File: src/rtl/agm_pkg.sv
// ----------------------------------------------------------------------------
// agm_pkg: shared types and constants for the gain stage and level meter
// Holds field widths, the frame cap and the front-to-back job record.
// ----------------------------------------------------------------------------
package agm_pkg;

  localparam int MAX_FRAME_SAMPLES = 4096;
  localparam int COUNT_CAP = (MAX_FRAME_SAMPLES < 8191) ? MAX_FRAME_SAMPLES : 8191;
  localparam logic [15:0] GAIN_RESET = 16'd4096;
  localparam logic [20:0] LOG_SCALE = 21'd1972830;
  localparam logic signed [10:0] LEVEL_FLOOR = -11'sd600;

  typedef struct packed {
    logic signed [15:0] scaled;
    logic               last;
    logic [42:0]        sum;
    logic [12:0]        count;
  } agm_job_t;

  typedef struct packed {
    logic signed [15:0] scaled_sample;
    logic               level_valid;
    logic signed [10:0] level_tenth_db;
  } agm_res_t;

  typedef enum logic [2:0] {
    ST_IDLE, ST_DIV, ST_NORM, ST_SQR, ST_MUL, ST_OUT
  } agm_state_t;

endpackage

File: src/rtl/agm_if.sv
// ----------------------------------------------------------------------------
// agm_if: valid/ready channel
// Generic handshake channel carrying one payload item.
// ----------------------------------------------------------------------------
interface agm_in_if;
  logic               valid;
  logic               ready;
  logic signed [15:0] sample;
  logic               frame_last;
  modport source (output valid, output sample, output frame_last, input ready);
  modport sink (input valid, input sample, input frame_last, output ready);
endinterface

interface agm_out_if;
  logic               valid;
  logic               ready;
  logic signed [15:0] scaled_sample;
  logic               level_valid;
  logic signed [10:0] level_tenth_db;
  modport source (output valid, output scaled_sample, output level_valid,
                  output level_tenth_db, input ready);
  modport sink (input valid, input scaled_sample, input level_valid,
                input level_tenth_db, output ready);
endinterface

interface agm_cfg_if;
  logic        valid;
  logic        ready;
  logic [15:0] data;
  modport source (output valid, output data, input ready);
  modport sink (input valid, input data, output ready);
endinterface

File: src/rtl/audio_gain_rms_level_meter.sv
// ----------------------------------------------------------------------------
// audio_gain_rms_level_meter: gain stage with frame rms meter
// Scales samples by a Q4.12 gain and reports frame levels in tenths of a dB.
// ----------------------------------------------------------------------------
// channel  dir  fields                                         handshake
// in_ch    in   sample, frame_last                             valid/ready
// out_ch   out  scaled_sample, level_valid, level_tenth_db     valid/ready
// cfg_ch   in   data (gain_q12)                                valid/ready
//
// a plain sample's result is registered in turn by the gain stage, the
// one-entry queue and the back part
// a frame's last sample's result takes, in the back part, 59 divide steps,
// normalizing shifts, 16 squaring rounds and one multiply
// synchronous active-low reset, gain returns to unity
// output stalls hold the back part; stage and queue let the front take two more
module audio_gain_rms_level_meter (
  input logic clk,
  input logic rst_n,
  agm_in_if.sink    in_ch,
  agm_out_if.source out_ch,
  agm_cfg_if.sink   cfg_ch
);
  import agm_pkg::*;

  logic [15:0] gain_r;
  agm_job_t job, q_job_r;
  logic q_valid_r, q_ready, f_valid, push, job_ready, res_valid;
  agm_res_t res;

  assign cfg_ch.ready = 1'b1;
  always_ff @(posedge clk) begin
    if (!rst_n) gain_r <= GAIN_RESET;
    else if (cfg_ch.valid) gain_r <= cfg_ch.data;
  end

  agm_front u_front (
    .clk, .rst_n, .gain(gain_r), .in_valid(in_ch.valid), .in_ready(in_ch.ready),
    .sample(in_ch.sample), .frame_last(in_ch.frame_last),
    .job_valid(f_valid), .job_ready(q_ready), .job
  );

  // single-entry queue between front and back
  assign q_ready = !q_valid_r;
  assign push = f_valid && q_ready;

  always_ff @(posedge clk) begin
    if (!rst_n) q_valid_r <= 1'b0;
    else if (push) q_valid_r <= 1'b1;
    else if (job_ready) q_valid_r <= 1'b0;
  end
  always_ff @(posedge clk) if (push) q_job_r <= job;

  agm_back u_back (
    .clk, .rst_n, .job_valid(q_valid_r), .job(q_job_r), .job_ready,
    .res_valid, .res_ready(out_ch.ready), .res
  );

  assign out_ch.valid          = res_valid;
  assign out_ch.scaled_sample  = res.scaled_sample;
  assign out_ch.level_valid    = res.level_valid;
  assign out_ch.level_tenth_db = res.level_tenth_db;
endmodule

File: src/rtl/agm_front.sv
// ----------------------------------------------------------------------------
// agm_front: gain, saturation and square accumulation
// Scales each item into a stage register, then squares and accumulates it
// and snapshots the frame sum at the frame's last sample.
// ----------------------------------------------------------------------------
module agm_front (
  input  logic               clk,
  input  logic               rst_n,
  input  logic [15:0]        gain,
  input  logic               in_valid,
  output logic               in_ready,
  input  logic signed [15:0] sample,
  input  logic               frame_last,
  output logic               job_valid,
  input  logic               job_ready,
  output agm_pkg::agm_job_t  job
);
  import agm_pkg::*;

  logic signed [32:0] prod;
  logic signed [20:0] rnd;
  logic signed [15:0] sat;
  logic signed [15:0] sat_r;
  logic               last_r, stg_vld_r;
  logic               fire, push;
  logic [31:0]        sq;
  logic [42:0]        sum_r, sum_nxt, sum_add;
  logic [12:0]        cnt_r, cnt_nxt, cnt_add;
  logic               take;

  // stage register frees up when its item moves on
  assign push      = stg_vld_r && job_ready;
  assign in_ready  = !stg_vld_r || push;
  assign fire      = in_valid && in_ready;
  assign job_valid = stg_vld_r;

  assign prod = sample * $signed({1'b0, gain});
  assign rnd  = 21'((prod + 33'sd2048) >>> 12);
  always_comb begin
    if (rnd > 21'sd32767) sat = 16'sd32767;
    else if (rnd < -21'sd32768) sat = -16'sd32768;
    else sat = rnd[15:0];
  end

  // square and accumulate the staged item
  assign sq = 32'(32'(sat_r) * 32'(sat_r));
  assign take = cnt_r < 13'(COUNT_CAP);
  assign sum_add = take ? sum_r + {11'd0, sq} : sum_r;
  assign cnt_add = take ? cnt_r + 13'd1 : cnt_r;
  assign sum_nxt = last_r ? '0 : sum_add;
  assign cnt_nxt = last_r ? '0 : cnt_add;

  always_comb begin
    job.scaled = sat_r;
    job.last   = last_r;
    job.sum    = sum_add;
    job.count  = cnt_add;
  end

  always_ff @(posedge clk) begin
    if (!rst_n) begin
      stg_vld_r <= 1'b0;
      sum_r     <= '0;
      cnt_r     <= '0;
    end else begin
      if (fire) stg_vld_r <= 1'b1;
      else if (push) stg_vld_r <= 1'b0;
      if (push) begin
        sum_r <= sum_nxt;
        cnt_r <= cnt_nxt;
      end
    end
  end

  always_ff @(posedge clk) begin
    if (fire) begin
      sat_r  <= sat;
      last_r <= frame_last;
    end
  end
endmodule

File: src/rtl/agm_back.sv
// ----------------------------------------------------------------------------
// agm_back: frame level engine
// Divides, normalizes, takes log2 by squaring and scales to tenths of a dB.
// ----------------------------------------------------------------------------
module agm_back (
  input  logic              clk,
  input  logic              rst_n,
  input  logic              job_valid,
  input  agm_pkg::agm_job_t job,
  output logic              job_ready,
  output logic              res_valid,
  input  logic              res_ready,
  output agm_pkg::agm_res_t res
);
  import agm_pkg::*;

  agm_state_t st_r, st_nxt;
  logic [58:0] q_r;
  logic [12:0] rem_r, den_r;
  logic [5:0]  step_r;
  logic [5:0]  e_r;
  logic [31:0] m_r;
  logic [15:0] frac_r;
  logic signed [15:0] scaled_r;
  logic        last_r;
  logic signed [10:0] lvl_r;
  logic [13:0] trial;
  logic [63:0] msq;
  logic [33:0] msh;
  logic [22:0] neg_lg;
  logic [43:0] mag;
  logic        zero_q;

  assign trial = {rem_r, q_r[58]};
  assign msq = {32'd0, m_r} * {32'd0, m_r};
  assign msh = msq[63:30];
  assign neg_lg = 23'({6'd46, 16'd0} - {1'b0, e_r, frac_r});
  assign mag = ({21'd0, neg_lg} * {23'd0, LOG_SCALE} + 44'h0_8000_0000) >> 32;
  assign zero_q = (q_r == '0);

  always_comb begin
    st_nxt = st_r;
    unique case (st_r)
      ST_IDLE: if (job_valid) st_nxt = job.last ? ST_DIV : ST_OUT;
      ST_DIV:  if (step_r == 6'd58) st_nxt = ST_NORM;
      ST_NORM: if (zero_q || (q_r[58:31] == '0 && q_r[30])) st_nxt = zero_q ? ST_OUT : ST_SQR;
      ST_SQR:  if (step_r == 6'd15) st_nxt = ST_MUL;
      ST_MUL:  st_nxt = ST_OUT;
      ST_OUT:  if (res_ready) st_nxt = ST_IDLE;
      default: st_nxt = ST_IDLE;
    endcase
  end

  always_comb begin
    job_ready = (st_r == ST_IDLE);
    res_valid = (st_r == ST_OUT);
    res.scaled_sample  = scaled_r;
    res.level_valid    = last_r;
    res.level_tenth_db = last_r ? lvl_r : 11'sd0;
  end

  always_ff @(posedge clk) begin
    if (!rst_n) st_r <= ST_IDLE;
    else st_r <= st_nxt;
  end

  always_ff @(posedge clk) begin
    unique case (st_r)
      ST_IDLE: if (job_valid) begin
        scaled_r <= job.scaled;
        last_r   <= job.last;
        q_r      <= {job.sum, 16'd0};
        den_r    <= job.count;
        rem_r    <= '0;
        step_r   <= '0;
        lvl_r    <= LEVEL_FLOOR;
      end
      ST_DIV: begin
        // restoring divide, one quotient bit a cycle
        if (trial >= {1'b0, den_r} && den_r != '0) begin
          rem_r <= 13'(trial - {1'b0, den_r});
          q_r   <= {q_r[57:0], 1'b1};
        end else begin
          rem_r <= trial[12:0];
          q_r   <= {q_r[57:0], 1'b0};
        end
        step_r <= step_r + 6'd1;
        if (step_r == 6'd58) e_r <= 6'd30;
      end
      ST_NORM: begin
        // shift one place a cycle toward [2^30, 2^31)
        if (!zero_q) begin
          if (q_r[58:31] != '0) begin
            q_r <= q_r >> 1;
            e_r <= e_r + 6'd1;
          end else if (!q_r[30]) begin
            q_r <= q_r << 1;
            e_r <= e_r - 6'd1;
          end
        end
        m_r    <= q_r[31:0];
        step_r <= '0;
        frac_r <= '0;
      end
      ST_SQR: begin
        if (msh[31]) begin
          m_r    <= msh[32:1];
          frac_r <= {frac_r[14:0], 1'b1};
        end else begin
          m_r    <= msh[31:0];
          frac_r <= {frac_r[14:0], 1'b0};
        end
        step_r <= step_r + 6'd1;
      end
      ST_MUL: begin
        if (mag > 44'd600) lvl_r <= LEVEL_FLOOR;
        else lvl_r <= -$signed({1'b0, mag[9:0]});
      end
      ST_OUT: ;
      default: ;
    endcase
  end

  a_out_hold: assert property (@(posedge clk) disable iff (!rst_n)
    res_valid && !res_ready |=> res_valid && $stable(res))
    else $error("result changed while stalled");
  a_lvl_rng: assert property (@(posedge clk) disable iff (!rst_n)
    res_valid |-> res.level_tenth_db <= 11'sd0 && res.level_tenth_db >= LEVEL_FLOOR)
    else $error("level out of range");
  a_busy: assert property (@(posedge clk) disable iff (!rst_n)
    res_valid |-> !job_ready)
    else $error("back part idle with result pending");
endmodule
File: src/flat_wrapper.sv
// flat-port wrapper written by rule: the top's interface ports become plain ports
module audio_gain_rms_level_meter_flat import agm_pkg::*;
  (clk, rst_n, in_ch_valid, in_ch_sample, in_ch_frame_last, in_ch_ready, out_ch_valid, out_ch_scaled_sample, out_ch_level_valid, out_ch_level_tenth_db, out_ch_ready, cfg_ch_valid, cfg_ch_data, cfg_ch_ready);
  agm_in_if in_ch_i ();
  agm_out_if out_ch_i ();
  agm_cfg_if cfg_ch_i ();
  input logic clk;
  input logic rst_n;
  input wire logic [$bits(in_ch_i.valid)-1:0] in_ch_valid;
  input wire logic [$bits(in_ch_i.sample)-1:0] in_ch_sample;
  input wire logic [$bits(in_ch_i.frame_last)-1:0] in_ch_frame_last;
  output wire logic [$bits(in_ch_i.ready)-1:0] in_ch_ready;
  output wire logic [$bits(out_ch_i.valid)-1:0] out_ch_valid;
  output wire logic [$bits(out_ch_i.scaled_sample)-1:0] out_ch_scaled_sample;
  output wire logic [$bits(out_ch_i.level_valid)-1:0] out_ch_level_valid;
  output wire logic [$bits(out_ch_i.level_tenth_db)-1:0] out_ch_level_tenth_db;
  input wire logic [$bits(out_ch_i.ready)-1:0] out_ch_ready;
  input wire logic [$bits(cfg_ch_i.valid)-1:0] cfg_ch_valid;
  input wire logic [$bits(cfg_ch_i.data)-1:0] cfg_ch_data;
  output wire logic [$bits(cfg_ch_i.ready)-1:0] cfg_ch_ready;
  assign in_ch_i.valid = in_ch_valid;
  assign in_ch_i.sample = in_ch_sample;
  assign in_ch_i.frame_last = in_ch_frame_last;
  assign in_ch_ready = in_ch_i.ready;
  assign out_ch_valid = out_ch_i.valid;
  assign out_ch_scaled_sample = out_ch_i.scaled_sample;
  assign out_ch_level_valid = out_ch_i.level_valid;
  assign out_ch_level_tenth_db = out_ch_i.level_tenth_db;
  assign out_ch_i.ready = out_ch_ready;
  assign cfg_ch_i.valid = cfg_ch_valid;
  assign cfg_ch_i.data = cfg_ch_data;
  assign cfg_ch_ready = cfg_ch_i.ready;
  audio_gain_rms_level_meter u_core (.clk(clk), .rst_n(rst_n), .in_ch(in_ch_i), .out_ch(out_ch_i), .cfg_ch(cfg_ch_i));
endmodule
File: config.mk
export PLATFORM = sky130hd
export DESIGN_NAME = audio_gain_rms_level_meter_flat
export DESIGN_NICKNAME = d
export VERILOG_FILES = /design/src/rtl/agm_pkg.sv /design/src/rtl/agm_if.sv /design/src/rtl/audio_gain_rms_level_meter.sv /design/src/rtl/agm_front.sv /design/src/rtl/agm_back.sv /design/src/flat_wrapper.sv
export SDC_FILE = /design/constraint.sdc
export NUM_CORES = 2
export LEC_CHECK = 0
export ABC_AREA = 1
export ABC_CLOCK_PERIOD_IN_PS = 16129
export BUFFER_PORTS_ARGS = -buffer_cell sky130_fd_sc_hd__buf_2
export CORE_MARGIN = 2
export CORE_UTILIZATION = 25
export CTS_CLUSTER_DIAMETER = 30
export DETAILED_ROUTE_END_ITERATION = 12
export GPL_TIMING_DRIVEN = 0
export PLACE_DENSITY_LB_ADDON = 0.2
export SLEW_MARGIN = 0
export SYNTH_ARGS = -nofsm -noshare
export SYNTH_HDL_FRONTEND = slang
export SYNTH_HIERARCHICAL = 1
export SYNTH_SLANG_ARGS = --single-unit
File: constraint.sdc
create_clock -name clk -period 16.13 [get_ports clk]
set_input_delay 3.226 -clock clk [delete_from_list [all_inputs] [get_ports clk]]
set_output_delay 3.226 -clock clk [all_outputs]
set_load 0.01 [all_outputs]
==> flow_summary.yaml <==
clocking:
  hold_buffers: 0
  insertion_delay_ps: 690
  clock-root-buffer: "clkbuf_16"
  post_cts_resized: 0
  post-cts-setup-buffers: 0
  h-tree-depth: 3
  clock-sinks: 340
  cts-buffers-inserted: 89
  clk_pin_slew_ps: 40
  clock_path_buffers: 3
  cts_tree: "done"
yosys:
  synthArstFlopShare_pct: 0
  synthTopCellsByCount: "2,758 x inv_1, 1,995 x nand2_1, 1,396 x fa_1, 765 x ha_1, 450 x nor2_1"
  syn_inst: 9372
  synthTopCellsByArea: "fa_1 37%, inv_1 14%, ha_1 13%, edfxtp_1 10%, nand2_1 9.8%"
  postSynthAreaPerCell_um2: 8.15
  synth_most_common_cell: "inv_1"
  ys_seq_area_share_pct: 12.4
  syn-cell-area_um2: 76400
  ys_seq_elements: 340
  synth-main-ff-cell: "edfxtp_1"
  synth_top_cell_area_share_pct: 36.6
  syn_nets: 11600
  yosys.area.top_type: "fa_1"
  synth_enable_flop_cells: 263
  synth.distinct_cells: 64
  yosysWarnings: 6
floorplanning:
  fp.dieArea_um2: 310000
  io_pins: 69
  start_util_pct: 25.2
  die_h_um: 557
  core_area_um2: 303000
  fp.dieW_um: 557
  std_cell_rows: 202
setup_path:
  critPathLaunchType: "flip-flop"
  required_ps: 16490
  worst_ep_arrival_time_ps: 10520
  path_class: "flip-flop to flip-flop"
  crit_path_frequent_cell: "nand2_1"
  cp_slowest_cell: "xor2_1"
  worst_setup_path_end_kind: "flip-flop"
  max_stage_delay_ps: 1040
  cp_max_fo: 10
min_path:
  worst_hold_path_type: "flip-flop to flip-flop"
timing:
  setup_violations: 0
  fin_skew_ps: 87.9
  rsz0062_at_grt: "no"
  fin_tns_setup_ps: 0
  min_period_ps: 10170
  finalMaxSlewViolations: 22
  worstMarginPinSlew_ps: 1530
  hold_violations: 0
  setup_ws_ps: 5960
  fmax_ghz: 0.0984
  fin_crit_sh_pct: 63.0
  relSlewSlack_pct: -1.70
layout:
  multi_input_area_um2: 55600
  area_delta_synth_final_pct: 11.2
  nNetsFinal: 11700
  drive_above_1_share_pct: 3.94
  fill_cells: 33100
  layout.area.seq_um2: 9440
global_route:
  grt_pass1_wl_um: 389000
  grt_antenna_before_repair: 6
  grt_max_degree: 50
  grt_pass1_vias: 63800
  overflow: 0
  grtUsageTotal_pct: 16.5
detailed_routing:
  drt_iter0_markers: 3715
  drtAntennaViolNets: 0
  vias: 58900
  viasPerCell: 4.34
  post_drt_wl_per_cell_um: 18.5
  drt-total-wl_um: 252000
  drc_errors: 0
  drtPass1Iterations: 5
status:
  violations: "max-capacitance violations, max-slew violations"
  status: "complete, but fails checks"
placement:
  place.port_buffers: 54
  dp_hpwl_um: 215000
  gp_congestion: 0.918
  pre_cts_ws_ps: 5830
run:
  maxCapViolations: 2
-- worst paths after layout --
path | from | endpoint | slack [ps] | depth (start not counted)
setup / recovery | u_core/u_back/frac_r[0] | u_core/u_back/lvl_r[7] | 5960 | 46
hold / removal | u_core/q_job_r[67] | u_core/u_back/scaled_r[10] | 380 | 0
setup reg to reg | u_core/u_back/frac_r[0] | u_core/u_back/lvl_r[7] | 5960 | 46
hold reg to reg | u_core/q_job_r[67] | u_core/u_back/scaled_r[10] | 380 | 0
-- cell usage in the layout (no fill, tap or decap), drive strengths merged, types with 34 or more instances in the layout --
cell type,n
o221ai,47
nor3,40
nand3,195
buf,85
clkinv,41
o21ai,208
a21oi,323
inv,2776
a21o,34
dfxtp,77
edfxtp,263
ha,765
or2,36
nor2,485
clkbuf,342
xnor2,69
xor2,122
o21bai,38
fa,1396
nand2,2038
nand4,43
-- area by class of cell --
type	count	share of cell area (%)
inverters	2781	12.3
flip-flops and latches	340	11.1
repair buffers	66	0.535
well taps	3978	5.86
clock buffers	115	2.87
diodes	2	0.00589
plain buffers	246	1.14
multi-input cells	6005	65.4
clock inverters	51	0.753
-- metal layers --
metal	track usage [%]	part of all wire, %	vias up
li1	-	-	28000
met2	28.1	48	1326
met5	0	0.016	-
met1	22.3	45	29400
met3	1.83	4.6	220
met4	3.36	2.1	8
-- critical path: cells and delay by family, from the launching register on --
kind,cells,cell delay [ps]
adders and majority gates,9,3960
and+or+nand+nor,21,2170
buffers and inverters,12,1330
xor gates and xnor gates,2,1240
DFF,1,650
AOI/OAI and AO/OA,2,540
-- sequential cells by signal, summed over array words and instances (netlist names), 16 cells and up --
register and cells:
u_core/u_back/scaled_r 16, u_core/gain_r 16, u_core/u_front/sum_r 43, u_core/u_back/q_r 59, u_core/u_back/frac_r 16, u_core/u_back/m_r 32
u_core/q_job_r 73, u_core/u_front/sat_r 16
-- cell families after synthesis --
| family | synth area share, % |
|---|---|
| compound gates | 5.82 |
| xor+xnor | 2.20 |
| fa+ha+maj | 49.1 |
| buf+inv | 14.9 |
| flops | 12.4 |
| mux | 0.0262 |
| other cells | 0.00984 |
| simple gates | 15.5 |
-- through the flow --
stage | utilization, % | instances | instance area (um^2) | hold slack, ps
global placement | 26.9 | 13400 | 81600 | 408
CTS | 28.0 | 13600 | 84900 | 379
finish | 28.0 | 13600 | 84900 | 380
detailed placement | 27.0 | 13400 | 81800 | 406
global route | 28.0 | 13600 | 84900 | 401
floorplan | - | 9372 | 76400 | 400
Power is left out: the tool's default activity adds up to more than one toggle a clock period on the data nets, which glitch-free logic cannot reach.
